<file path="src/rtl/sct_pkg.sv">
// ----------------------------------------------------------------------------
// sct_pkg: shared types and constants of the sphere cell triangulator
// Field layouts, fixed-point widths, pipeline latencies and the CORDIC
// arctangent table.
// ----------------------------------------------------------------------------
package sct_pkg;

    localparam int FRAC_BITS  = 14;
    localparam int COORD_W    = 16;
    localparam int IDX_W      = 10;
    localparam int CNT_W      = 11;
    localparam int MAX_DIV    = 1024;
    localparam int CFG_IDX_W  = 2;
    localparam int CFG_DATA_W = 16;

    // config register indexes
    localparam logic [CFG_IDX_W-1:0] REG_POLAR_BANDS     = 2'd0;
    localparam logic [CFG_IDX_W-1:0] REG_AZIMUTH_SECTORS = 2'd1;
    localparam logic [CFG_IDX_W-1:0] REG_Z_LOWER_LIMIT   = 2'd2;
    localparam logic [CFG_IDX_W-1:0] REG_Z_UPPER_LIMIT   = 2'd3;

    // angle divider: (n << 32) / d, 33 quotient bits, 2 per stage, 1 in the first
    localparam int QUO_W   = 33;
    localparam int DIV_LAT = 1 + (QUO_W - 1) / 2;

    // CORDIC in Q2.30
    localparam int CORDIC_STEPS = 16;
    localparam int CORDIC_W     = 32;
    localparam int CORDIC_LAT   = CORDIC_STEPS + 1;
    localparam int ROUND_SH     = 30 - FRAC_BITS;
    localparam logic signed [CORDIC_W-1:0] CORDIC_GAIN = 32'sd652032874;

    // square root of 1 - z^2
    localparam int SQRT_STEPS = FRAC_BITS + 1;
    localparam int SQRT_W     = 2 * FRAC_BITS + 2;
    localparam int ROOT_W     = FRAC_BITS + 1;
    localparam int SQRT_LAT   = SQRT_STEPS + 1;

    localparam int QUEUE_DEPTH = 4;
    localparam int QUEUE_PTR_W = $clog2(QUEUE_DEPTH);
    localparam int QUEUE_CNT_W = $clog2(QUEUE_DEPTH + 1);

    localparam logic signed [COORD_W-1:0] FX_ONE = 16'sd1 <<< FRAC_BITS;

    typedef struct packed {
        logic [IDX_W-1:0] polar_index;
        logic [IDX_W-1:0] azimuth_index;
    } t_in;

    typedef struct packed {
        logic signed [COORD_W-1:0] ax;
        logic signed [COORD_W-1:0] ay;
        logic signed [COORD_W-1:0] az;
        logic signed [COORD_W-1:0] bx;
        logic signed [COORD_W-1:0] by_coord;
        logic signed [COORD_W-1:0] bz;
        logic signed [COORD_W-1:0] cx;
        logic signed [COORD_W-1:0] cy;
        logic signed [COORD_W-1:0] cz;
        logic                      last_of_cell;
    } t_out;

    typedef struct packed {
        logic [CNT_W-1:0]          polar_bands;
        logic [CNT_W-1:0]          azimuth_sectors;
        logic signed [COORD_W-1:0] z_lower_limit;
        logic signed [COORD_W-1:0] z_upper_limit;
    } t_cfg;

    // one classified cell waiting for the back end
    typedef struct packed {
        logic [IDX_W-1:0] polar_index;
        logic [IDX_W-1:0] azimuth_index;
        logic             pole;
    } t_cell;

    typedef struct packed {
        logic signed [COORD_W-1:0] c;
        logic signed [COORD_W-1:0] s;
    } t_sincos;

    // arctangent of 2^-i as a fraction of a full turn (2^32 per turn)
    function automatic logic [CORDIC_W-1:0] atan_turn(input int i);
        case (i)
            0:       atan_turn = 32'h20000000;
            1:       atan_turn = 32'h12E4051E;
            2:       atan_turn = 32'h09FB385B;
            3:       atan_turn = 32'h051111D4;
            4:       atan_turn = 32'h028B0D43;
            5:       atan_turn = 32'h0145D7E1;
            6:       atan_turn = 32'h00A2F61E;
            7:       atan_turn = 32'h00517C55;
            8:       atan_turn = 32'h0028BE53;
            9:       atan_turn = 32'h00145F2F;
            10:      atan_turn = 32'h000A2F98;
            11:      atan_turn = 32'h000517CC;
            12:      atan_turn = 32'h00028BE6;
            13:      atan_turn = 32'h000145F3;
            14:      atan_turn = 32'h0000A2F9;
            15:      atan_turn = 32'h0000517C;
            default: atan_turn = '0;
        endcase
    endfunction

endpackage

</file>
<file path="src/rtl/sct_queue.sv">
// ----------------------------------------------------------------------------
// sct_queue: short cell queue between front and back end
// ----------------------------------------------------------------------------
module sct_queue (
    input  logic           i_clk,
    input  logic           i_rst_n,
    input  logic           i_push,
    input  sct_pkg::t_cell i_cell,
    input  logic           i_pop,
    output logic           o_full,
    output logic           o_empty,
    output sct_pkg::t_cell o_head
);
    import sct_pkg::*;

    t_cell                  r_mem [QUEUE_DEPTH];
    logic [QUEUE_PTR_W-1:0] r_wr, r_rd;
    logic [QUEUE_CNT_W-1:0] r_cnt;
    logic                   do_pop;

    assign o_full  = (r_cnt == QUEUE_CNT_W'(QUEUE_DEPTH));
    assign o_empty = (r_cnt == '0);
    assign o_head  = r_mem[r_rd];
    assign do_pop  = i_pop && !o_empty;

    always_ff @(posedge i_clk) begin
        if (!i_rst_n) begin
            r_wr  <= '0;
            r_rd  <= '0;
            r_cnt <= '0;
        end else begin
            if (i_push) r_wr <= r_wr + 1'b1;
            if (do_pop) r_rd <= r_rd + 1'b1;
            if (i_push && !do_pop) r_cnt <= r_cnt + 1'b1;
            else if (do_pop && !i_push) r_cnt <= r_cnt - 1'b1;
        end
    end

    always_ff @(posedge i_clk) begin
        if (i_push) r_mem[r_wr] <= i_cell;
    end

endmodule

</file>
<file path="config.mk">
export PLATFORM = sky130hd
export DESIGN_NAME = sct_queue
export DESIGN_NICKNAME = d
export VERILOG_FILES = /design/src/rtl/sct_pkg.sv /design/src/rtl/sct_queue.sv
export SDC_FILE = /design/constraint.sdc
export NUM_CORES = 1
export LEC_CHECK = 0
export CORE_ASPECT_RATIO = 0.75
export CORE_MARGIN = 2
export CORE_UTILIZATION = 66
export CTS_CLUSTER_DIAMETER = 200
export CTS_CLUSTER_SIZE = 12
export DETAILED_ROUTE_END_ITERATION = 6
export DONT_BUFFER_PORTS = 1
export GPL_TIMING_DRIVEN = 0
export PLACE_DENSITY = 0.8
export SLEW_MARGIN = 10
export SYNTH_ARGS = -nofsm -noshare
export SYNTH_HDL_FRONTEND = slang
export SYNTH_SLANG_ARGS = --single-unit
</file>
<file path="constraint.sdc">
create_clock -name i_clk -period 5.5 [get_ports i_clk]
set_input_delay 1.1 -clock i_clk [delete_from_list [all_inputs] [get_ports i_clk]]
set_output_delay 1.1 -clock i_clk [all_outputs]
set_load 0.05 [all_outputs]
</file>
==> summary.txt <==
status = finished, final reports clean
Cell variety after synth = 20
Layout Cells excl Fill = 240
area leader, netlist = edfxtp_1
Net Count, Synth = 183
Layout Skew = 0.01002 ns
Leakage Power = 1.211 nW
drt pass-1 iters = 4
I/O pin cnt = 48
clock root buffer master = clkbuf_8
max-slew violation count = 0
period utilization = 50.54%
Vias/cell = 6.038
Area Overhead vs Synth = 8.536%
DRC = 0
ANT nets after route = 0
Worst-Margin Slew = 1.102 ns
CP required = 4.40 ns
setup slack at placement = 2.969 ns
vias in the first global route = 1560
Hold Crit Class = flop to flop
Core ar. = 0.005010 mm^2
Max Cap Viol = 0
RSZ-0062 raised after global routing = no
clock buffer depth = 2
CTS clk-pin slew, worst paths = 0.09 ns
CP Max Fanout = 10
Placed Area = 0.003603 mm^2
Setup-failing EPs final = 0
CTS tree = done
CTS buffer count = 9
metal2 WL = 2671 um
routed wl met3 = 356 um
Peak VDD IR = 345.7 uV
number of buffers added on ports = 0
worst skew pair latency = 0.34 ns
Slew headroom = 26.52%
layout filler cell count = 287
Finished Core Util = 75.90%
postcts setup bufs = 0
minimum clock period = 2.780 ns
Synthesis Warnings = 0
post-synthesis average cell area = 23.05 um^2
post-synthesis register bit count = 93
PwrDens = 484.7 mW/mm^2
Critical Path End Type = output pin
Pwr Total = 1.843 mW
share of post-route cells with drive strength above 1 = 26.79%
DP HPWL = 3368 um
Post-Route M1 WL = 2094 um
post-synth top area share = 72.00%
top sig layer = met4
Post-Synthesis Cells = 152
crit path launch type = flop
antenna violations before repair = 0
Final #Nets = 194
Crit Path Class = flop to output pin
H-tree Lvls = 3
largest net degree at the start of global routing = 22
# diodes = 0
global placement routability congestion = 0.7117
cell area after synthesis = 0.003503 mm^2
via count = 1449
WL final = 5247 um
Final Hold Fails = 0
PnR worst setup slack = 2.720 ns
final hold slack = 0.5782 ns
Initial Util = 69.93%
GR Overflow Total = 0
DR iter-0 viols = 49
die height = 67.10 um
# rows = 22
sequential share of the synthesized area = 77.14%
Worst Path Arrival = 1.68 ns
die area = 0.005913 mm^2
clock sinks = 93
fmax = 0.3597 GHz
All-Layer GR Usage = 20.72%
Die Wd = 88.13 um
global-route wire length before repair = 8231 um
Placed Cells = 224
routed len/inst = 21.86 um
Hold-fix buffers, CTS = 0
Synth area leaders = edfxtp_1 72%, mux4_2 13%, dfxtp_1 5.1%
CTS resizes = 0
Fin Setup TNS = 0 ns
post-route cell area = 0.003802 mm^2
## sequential cells by signal, indices dropped and copies added, names as in the netlist, named ones only
| register | cells |
|---|---|
| r_cnt | 3 |
| r_mem | 84 |
| r_rd | 2 |
| r_wr | 2 |
## cell type report
class                      count  area (um^2)  area share [%]
tap                           72        90.09           2.369
clock inverter                 7        75.07           1.974
sequential                    93         2703           71.08
multi-input combinational     52        767.0           20.17
clock buffer                   9        123.9           3.258
buffer                         4        32.53          0.8555
inverter                       3        11.26          0.2961
## cells in the mapped netlist
library cell,count
buf_2,2
xnor2_1,3
inv_1,3
buf_6,2
o21ai_0,1
nor2b_1,2
fa_1,1
xor2_1,2
o311ai_2,1
or3_1,1
ha_1,5
dfxtp_1,9
a21boi_0,1
mux2i_1,2
nor3b_1,1
and2_1,9
o31ai_4,1
edfxtp_1,84
nor3_1,1
mux4_2,21
## worst paths after layout
| path | startpoint | end | slack (ns) | cells past startpoint |
|---|---|---|---|---|
| worst max-delay path | flop | o_head[3] | 2.72 | 2 |
| worst min register to register | r_wr[1]$_SDFFE_PN0P_ | r_wr[1]$_SDFFE_PN0P_ | 0.58 | 2 |
| worst max register to register | r_cnt[1]$_SDFFE_PN0P_ | r_cnt[2]$_SDFFE_PN0P_ | 3.37 | 7 |
| worst min-delay path | r_wr[1]$_SDFFE_PN0P_ | r_wr[1]$_SDFFE_PN0P_ | 0.58 | 2 |
## per-layer routing
metal	vias to the layer above	track usage, %
met3	14	8.426
met1	743	24.77
met5	-	0
met2	48	32.77
met4	0	10.80
li1	644	-
## power by group
group	leakage [nW]	total [mW]	switching, mW	internal [mW]
clock	0.104	0.435	0.222	0.212
combinational	0.262	0.549	0.378	0.171
sequential	0.846	0.860	0.0387	0.821
## cells in the final DEF, fill, tap and decap left out, types with 2 or more instances in the layout
cell type and instances:
xor2_1 2, mux4_2 21, dfxtp_1 9, mux2i_1 2, and2_1 9, nor2b_1 2, xnor2_1 3, buf_2 2
clkinv_2 2, inv_1 3, ha_1 5, edfxtp_1 84, clkinv_4 3, buf_6 2, clkbuf_8 9
## cells by family (layout without fill, tap and decap cells)
family                   count (synthesis)  after routing  share of synthesized area [%]
AO/OA/AOI/OAI                            4              4                          1.429
XOR/XNOR                                 5              5                          1.250
adder cells (fa/ha/maj)                  6              6                          2.357
buffers and inverters                    7             23                          1.250
flip-flops                              93             93                          77.14
multiplexers                            23             23                          14.07
AND/OR/NAND/NOR                         14             14                          2.500
## critical path, cell delays in order (launching register included)
cell	delay, ns
dfxtp_1	0.43
buf_6	0.21
mux4_2	0.69
Note: power is estimated with default switching activity, not from simulation.
