===== src/rtl/sct_pkg.sv =====
// ----------------------------------------------------------------------------
// sct_pkg: shared types and constants of the sphere cell triangulator
// Field layouts, fixed-point widths, pipeline latencies and the CORDIC
// arctangent table.
// ----------------------------------------------------------------------------
package sct_pkg;

    localparam int FRAC_BITS  = 14;
    localparam int COORD_W    = 16;
    localparam int IDX_W      = 10;
    localparam int CNT_W      = 11;
    localparam int MAX_DIV    = 1024;
    localparam int CFG_IDX_W  = 2;
    localparam int CFG_DATA_W = 16;

    // config register indexes
    localparam logic [CFG_IDX_W-1:0] REG_POLAR_BANDS     = 2'd0;
    localparam logic [CFG_IDX_W-1:0] REG_AZIMUTH_SECTORS = 2'd1;
    localparam logic [CFG_IDX_W-1:0] REG_Z_LOWER_LIMIT   = 2'd2;
    localparam logic [CFG_IDX_W-1:0] REG_Z_UPPER_LIMIT   = 2'd3;

    // angle divider: (n << 32) / d, 33 quotient bits, 2 per stage, 1 in the first
    localparam int QUO_W   = 33;
    localparam int DIV_LAT = 1 + (QUO_W - 1) / 2;

    // CORDIC in Q2.30
    localparam int CORDIC_STEPS = 16;
    localparam int CORDIC_W     = 32;
    localparam int CORDIC_LAT   = CORDIC_STEPS + 1;
    localparam int ROUND_SH     = 30 - FRAC_BITS;
    localparam logic signed [CORDIC_W-1:0] CORDIC_GAIN = 32'sd652032874;

    // square root of 1 - z^2
    localparam int SQRT_STEPS = FRAC_BITS + 1;
    localparam int SQRT_W     = 2 * FRAC_BITS + 2;
    localparam int ROOT_W     = FRAC_BITS + 1;
    localparam int SQRT_LAT   = SQRT_STEPS + 1;

    localparam int QUEUE_DEPTH = 4;
    localparam int QUEUE_PTR_W = $clog2(QUEUE_DEPTH);
    localparam int QUEUE_CNT_W = $clog2(QUEUE_DEPTH + 1);

    localparam logic signed [COORD_W-1:0] FX_ONE = 16'sd1 <<< FRAC_BITS;

    typedef struct packed {
        logic [IDX_W-1:0] polar_index;
        logic [IDX_W-1:0] azimuth_index;
    } t_in;

    typedef struct packed {
        logic signed [COORD_W-1:0] ax;
        logic signed [COORD_W-1:0] ay;
        logic signed [COORD_W-1:0] az;
        logic signed [COORD_W-1:0] bx;
        logic signed [COORD_W-1:0] by_coord;
        logic signed [COORD_W-1:0] bz;
        logic signed [COORD_W-1:0] cx;
        logic signed [COORD_W-1:0] cy;
        logic signed [COORD_W-1:0] cz;
        logic                      last_of_cell;
    } t_out;

    typedef struct packed {
        logic [CNT_W-1:0]          polar_bands;
        logic [CNT_W-1:0]          azimuth_sectors;
        logic signed [COORD_W-1:0] z_lower_limit;
        logic signed [COORD_W-1:0] z_upper_limit;
    } t_cfg;

    // one classified cell waiting for the back end
    typedef struct packed {
        logic [IDX_W-1:0] polar_index;
        logic [IDX_W-1:0] azimuth_index;
        logic             pole;
    } t_cell;

    typedef struct packed {
        logic signed [COORD_W-1:0] c;
        logic signed [COORD_W-1:0] s;
    } t_sincos;

    // arctangent of 2^-i as a fraction of a full turn (2^32 per turn)
    function automatic logic [CORDIC_W-1:0] atan_turn(input int i);
        case (i)
            0:       atan_turn = 32'h20000000;
            1:       atan_turn = 32'h12E4051E;
            2:       atan_turn = 32'h09FB385B;
            3:       atan_turn = 32'h051111D4;
            4:       atan_turn = 32'h028B0D43;
            5:       atan_turn = 32'h0145D7E1;
            6:       atan_turn = 32'h00A2F61E;
            7:       atan_turn = 32'h00517C55;
            8:       atan_turn = 32'h0028BE53;
            9:       atan_turn = 32'h00145F2F;
            10:      atan_turn = 32'h000A2F98;
            11:      atan_turn = 32'h000517CC;
            12:      atan_turn = 32'h00028BE6;
            13:      atan_turn = 32'h000145F3;
            14:      atan_turn = 32'h0000A2F9;
            15:      atan_turn = 32'h0000517C;
            default: atan_turn = '0;
        endcase
    endfunction

endpackage


===== src/rtl/sct_front.sv =====
// ----------------------------------------------------------------------------
// sct_front: config registers and input classification
// Holds the four config registers, drops cells with an out-of-range index or
// count and tags pole bands before pushing into the cell queue.
// ----------------------------------------------------------------------------
module sct_front (
    input  logic                           i_clk,
    input  logic                           i_rst_n,
    input  logic                           i_in_valid,
    output logic                           o_in_ready,
    input  sct_pkg::t_in                   i_in_data,
    input  logic                           i_cfg_we,
    input  logic [sct_pkg::CFG_IDX_W-1:0]  i_cfg_idx,
    input  logic [sct_pkg::CFG_DATA_W-1:0] i_cfg_data,
    output sct_pkg::t_cfg                  o_cfg,
    input  logic                           i_q_full,
    output logic                           o_push,
    output sct_pkg::t_cell                 o_cell
);
    import sct_pkg::*;

    t_cfg r_cfg;
    logic counts_ok, idx_ok, pole;
    logic [CNT_W-1:0] t_ext, p_ext;

    always_ff @(posedge i_clk) begin
        if (!i_rst_n) begin
            r_cfg.polar_bands     <= CNT_W'(16);
            r_cfg.azimuth_sectors <= CNT_W'(32);
            r_cfg.z_lower_limit   <= -FX_ONE;
            r_cfg.z_upper_limit   <= FX_ONE;
        end else if (i_cfg_we) begin
            unique case (i_cfg_idx)
                REG_POLAR_BANDS:     r_cfg.polar_bands     <= i_cfg_data[CNT_W-1:0];
                REG_AZIMUTH_SECTORS: r_cfg.azimuth_sectors <= i_cfg_data[CNT_W-1:0];
                REG_Z_LOWER_LIMIT:   r_cfg.z_lower_limit   <= signed'(i_cfg_data);
                REG_Z_UPPER_LIMIT:   r_cfg.z_upper_limit   <= signed'(i_cfg_data);
            endcase
        end
    end

    always_comb begin
        t_ext     = {1'b0, i_in_data.polar_index};
        p_ext     = {1'b0, i_in_data.azimuth_index};
        counts_ok = (r_cfg.polar_bands != '0) && (r_cfg.polar_bands <= CNT_W'(MAX_DIV))
                 && (r_cfg.azimuth_sectors != '0)
                 && (r_cfg.azimuth_sectors <= CNT_W'(MAX_DIV));
        idx_ok    = (t_ext < r_cfg.polar_bands) && (p_ext < r_cfg.azimuth_sectors);
        pole      = (t_ext == '0) || (t_ext == r_cfg.polar_bands - CNT_W'(1));
    end

    assign o_cfg                = r_cfg;
    assign o_in_ready           = !i_q_full;
    assign o_push               = i_in_valid && !i_q_full && counts_ok && idx_ok;
    assign o_cell.polar_index   = i_in_data.polar_index;
    assign o_cell.azimuth_index = i_in_data.azimuth_index;
    assign o_cell.pole          = pole;

endmodule


===== config.mk =====
export PLATFORM = sky130hd
export DESIGN_NAME = sct_front
export DESIGN_NICKNAME = d
export VERILOG_FILES = /design/src/rtl/sct_pkg.sv /design/src/rtl/sct_front.sv
export SDC_FILE = /design/constraint.sdc
export NUM_CORES = 1
export LEC_CHECK = 0
export BUFFER_PORTS_ARGS = -buffer_cell sky130_fd_sc_hd__clkbuf_2
export CORE_ASPECT_RATIO = 0.7
export CORE_MARGIN = 2
export CORE_UTILIZATION = 35
export DETAILED_ROUTE_END_ITERATION = 12
export GPL_ROUTABILITY_DRIVEN = 0
export SETUP_SLACK_MARGIN = 0.4
export SLEW_MARGIN = 10
export SYNTH_ARGS = -nofsm -noshare
export SYNTH_HDL_FRONTEND = slang
export SYNTH_SLANG_ARGS = --single-unit

===== constraint.sdc =====
create_clock -name i_clk -period 2.9 [get_ports i_clk]
set_input_delay 0.435 -clock i_clk [delete_from_list [all_inputs] [get_ports i_clk]]
set_output_delay 0.435 -clock i_clk [all_outputs]
set_load 0.03 [all_outputs]

==> impl_metrics.toml <==
[place]
placed_cells = 598
pre_cts_ws_ns = 0.284
portBuffers = 119
postPlaceCellArea_sq_um = 3640
dp_hpwl_mm = 6.47

[layout]
final_cell_area_sq_um = 4050
fin_cells = 620
final_util_pct = 47.5
layout_commonest_cell = "clkbuf_2"
largest_reg_flops = 54
drive_gt1_share_pct = 35.4
num_antenna_cells = 0
nNetsFinal = 562
final_cell_mix = "clkbuf_2, nand2_1, dfxtp_1"
area_delta_synth_final_pct = 31.3

[yosys]
syn_area_per_cell_sq_um = 7.84
synth_compound_area_share_pct = 18.0
synthArstFlopShare_pct = 0
synth_nets = 456
synth_cell_type_count = 43
synthAdderAreaFrac_pct = 8.12
yosysSeqAreaShare_pct = 35.1
yosys.area_share.simple_pct = 24.7
yosysWarnings = 0
synth_flop_cell = "dfxtp_1"
muxShareOfSynthArea_pct = 0.650
synth_edf_count = 0
syn_area_sq_um = 3080
synth-seq-cells = 54
synth_top_family_by_area = "simple AND/OR/NAND/NOR gates"
netlist_instances = 393
synth_xor_area_share_pct = 3.41

[route]
ant_nets = 0
dr.pass1.iters = 4
wl_per_cell_um = 13.8
via_per_inst = 4.82
drc = 0
num_vias = 2987
routed_wl_mm = 8.56
drt-initial-drc-count = 148

[sta]
final_max_slew_viol_count = 0
whs_ns = 0.380
fin_crit_sh_pct = 88.5
maxClockFrequency_mhz = 389
setup_viol = 0
tns_ns = 0
final_hold_viol_count = 0
worst_slack_ns = 0.333
period_minus_slack_ns = 2.57
tightest_slew_ns = 0.893
fin_skew_ns = 0
rsz0062_at_grt = "yes"
slew_headroom_pct = 40.4

[critical_path]
endpoint_kind = "primary output"
required_ns = 2.47
crit_arrival_ns = 2.13
crit_path_max_fanout = 4
cp_cell_sequence = "nor4_1 -> nand4_1 -> mux2i_1 -> or4_4 -> a211oi_4 -> clkbuf_8"
slowest_stage = "or4_4"
crit_type = "flop to primary output"
cpLargestDelayFamily = "simple AND/OR/NAND/NOR gates"
cpPeakStageDelay_ns = 0.55
crit_path_start_kind = "flop"
path_buf_inv = 1

[clock_tree]
insertion_delay_ns = 0.28
ctsHoldBuffers = 0
cts_root_buf = "clkbuf_16"
cts_sinks = 54
htreeDepth = 2
clkSlewWorstSetupHoldPaths_ns = 0.07
clockBufferDepth = 2
cts_buffers = 5
cts_tree = "done"

[pwr]
cellInternalPower_mw = 1.30
seqPwrFrac_pct = 43.4
combinationalPowerShare_pct = 21.4
pwr-share-clk_pct = 35.2
netSwitchingFraction_pct = 28.3
p_leak_nw = 1.76
p_switching_mw = 0.513
p_per_area_nw_per_um2 = 448
finalPower_mw = 1.81
peakVddDrop_v = 0.000229

[grt]
grt_pass1_wl_mm = 13.5
grt_antenna_before_repair = 0
grt_pass1_vias = 2743
grt_max_degree = 55
gr-usage-all-layers_pct = 17.8
grt_overflow = 0

[floorplanning]
start_util_pct = 36.2
die_h_um = 82.5
core_sq_um = 8510
rows = 28
design.portCount = 120
chipWidth_um = 116
dieArea_sq_um = 9580

[job]
drv_cap = 0

[run_status]
status = "finished, final reports clean"

[worst_hold_path]
min_path_type = "input port to flop"
final timing paths:
check,startpoint,endpoint,slack [ns],cells past startpoint
worst max-delay path,o_cfg[36]$_SDFFE_PN0P_,o_push,0.33,6
worst max register to register,o_cfg[49]$_SDFFE_PN0P_,o_cfg[49]$_SDFFE_PN0P_,1.92,4
worst min-delay path,i_cfg_data[14],o_cfg[14]$_SDFFE_PN1P_,0.38,3
worst min register to register,o_cfg[13]$_SDFFE_PN0P_,o_cfg[13]$_SDFFE_PN0P_,0.46,2
cells by family after synthesis:
group / count (synthesis)
AND/OR/NAND/NOR: 166
buffers and inverters: 60
AO/OA/AOI/OAI: 79
multiplexers: 2
flip-flops: 54
XOR/XNOR: 12
adder cells (fa/ha/maj): 20
power groups by stage:
stage          clock, mW  combinational (mW)  sequential [mW]
6_report           0.638               0.388            0.788
3_3_place_gp           0               0.356            0.808
4_1_cts            0.658               0.379            0.787
3_5_place_dp           0               0.359            0.809
2_1_floorplan          0               0.199            0.855
5_1_grt            0.698               0.426            0.790
cells in the mapped netlist (all sizes together) (3+ instances only):
master  instances  area [sq um]
or3             4          25.0
ha             20           250
clkbuf         15          56.3
nand4           7          43.8
dfxtp          54          1080
inv            23          86.3
o211ai          4          30.0
nand3          10          50.1
or2             3          18.8
xor2            3          26.3
nand2          91           342
nor2           20          77.6
a21oi          18          90.1
xnor2           9          78.8
nor3            6          30.0
nor2b          10          62.6
o21ai           4          20.0
a21boi         39           293
a21o            3          22.5
buf            22           165
nor4            5          37.5
layer usage:
metal	global-route usage, %	up-vias	routed length (um)
met5	0	-	0
met4	2.74	0	29
met3	4.38	4	656
met2	28.8	110	3720
met1	24.8	1359	4160
li1	-	1514	-
layout make-up:
class | count | area [sq um]
Clock buffer | 8 | 166
Sequential cell | 54 | 1110
Multi-Input combinational cell | 279 | 1790
Tap cell | 120 | 150
Inverter | 23 | 91.3
Timing Repair Buffer | 136 | 734
Fill cell | 868 | 4470
timing repair:
action	in CTS	in global routing
gates cloned	0	0
resized for setup	25	15
pin swaps	8	9
setup endpoints to repair	2	2
buffers inserted	10	4
worst reg2reg max path: stages (launching register included):
cell,delay [ns]
dfxtp_1,0.48
inv_1,0.13
nor2_1,0.12
a21oi_1,0.06
nor2b_1,0.12
No activity file was read; power rests on OpenSTA's default activity.
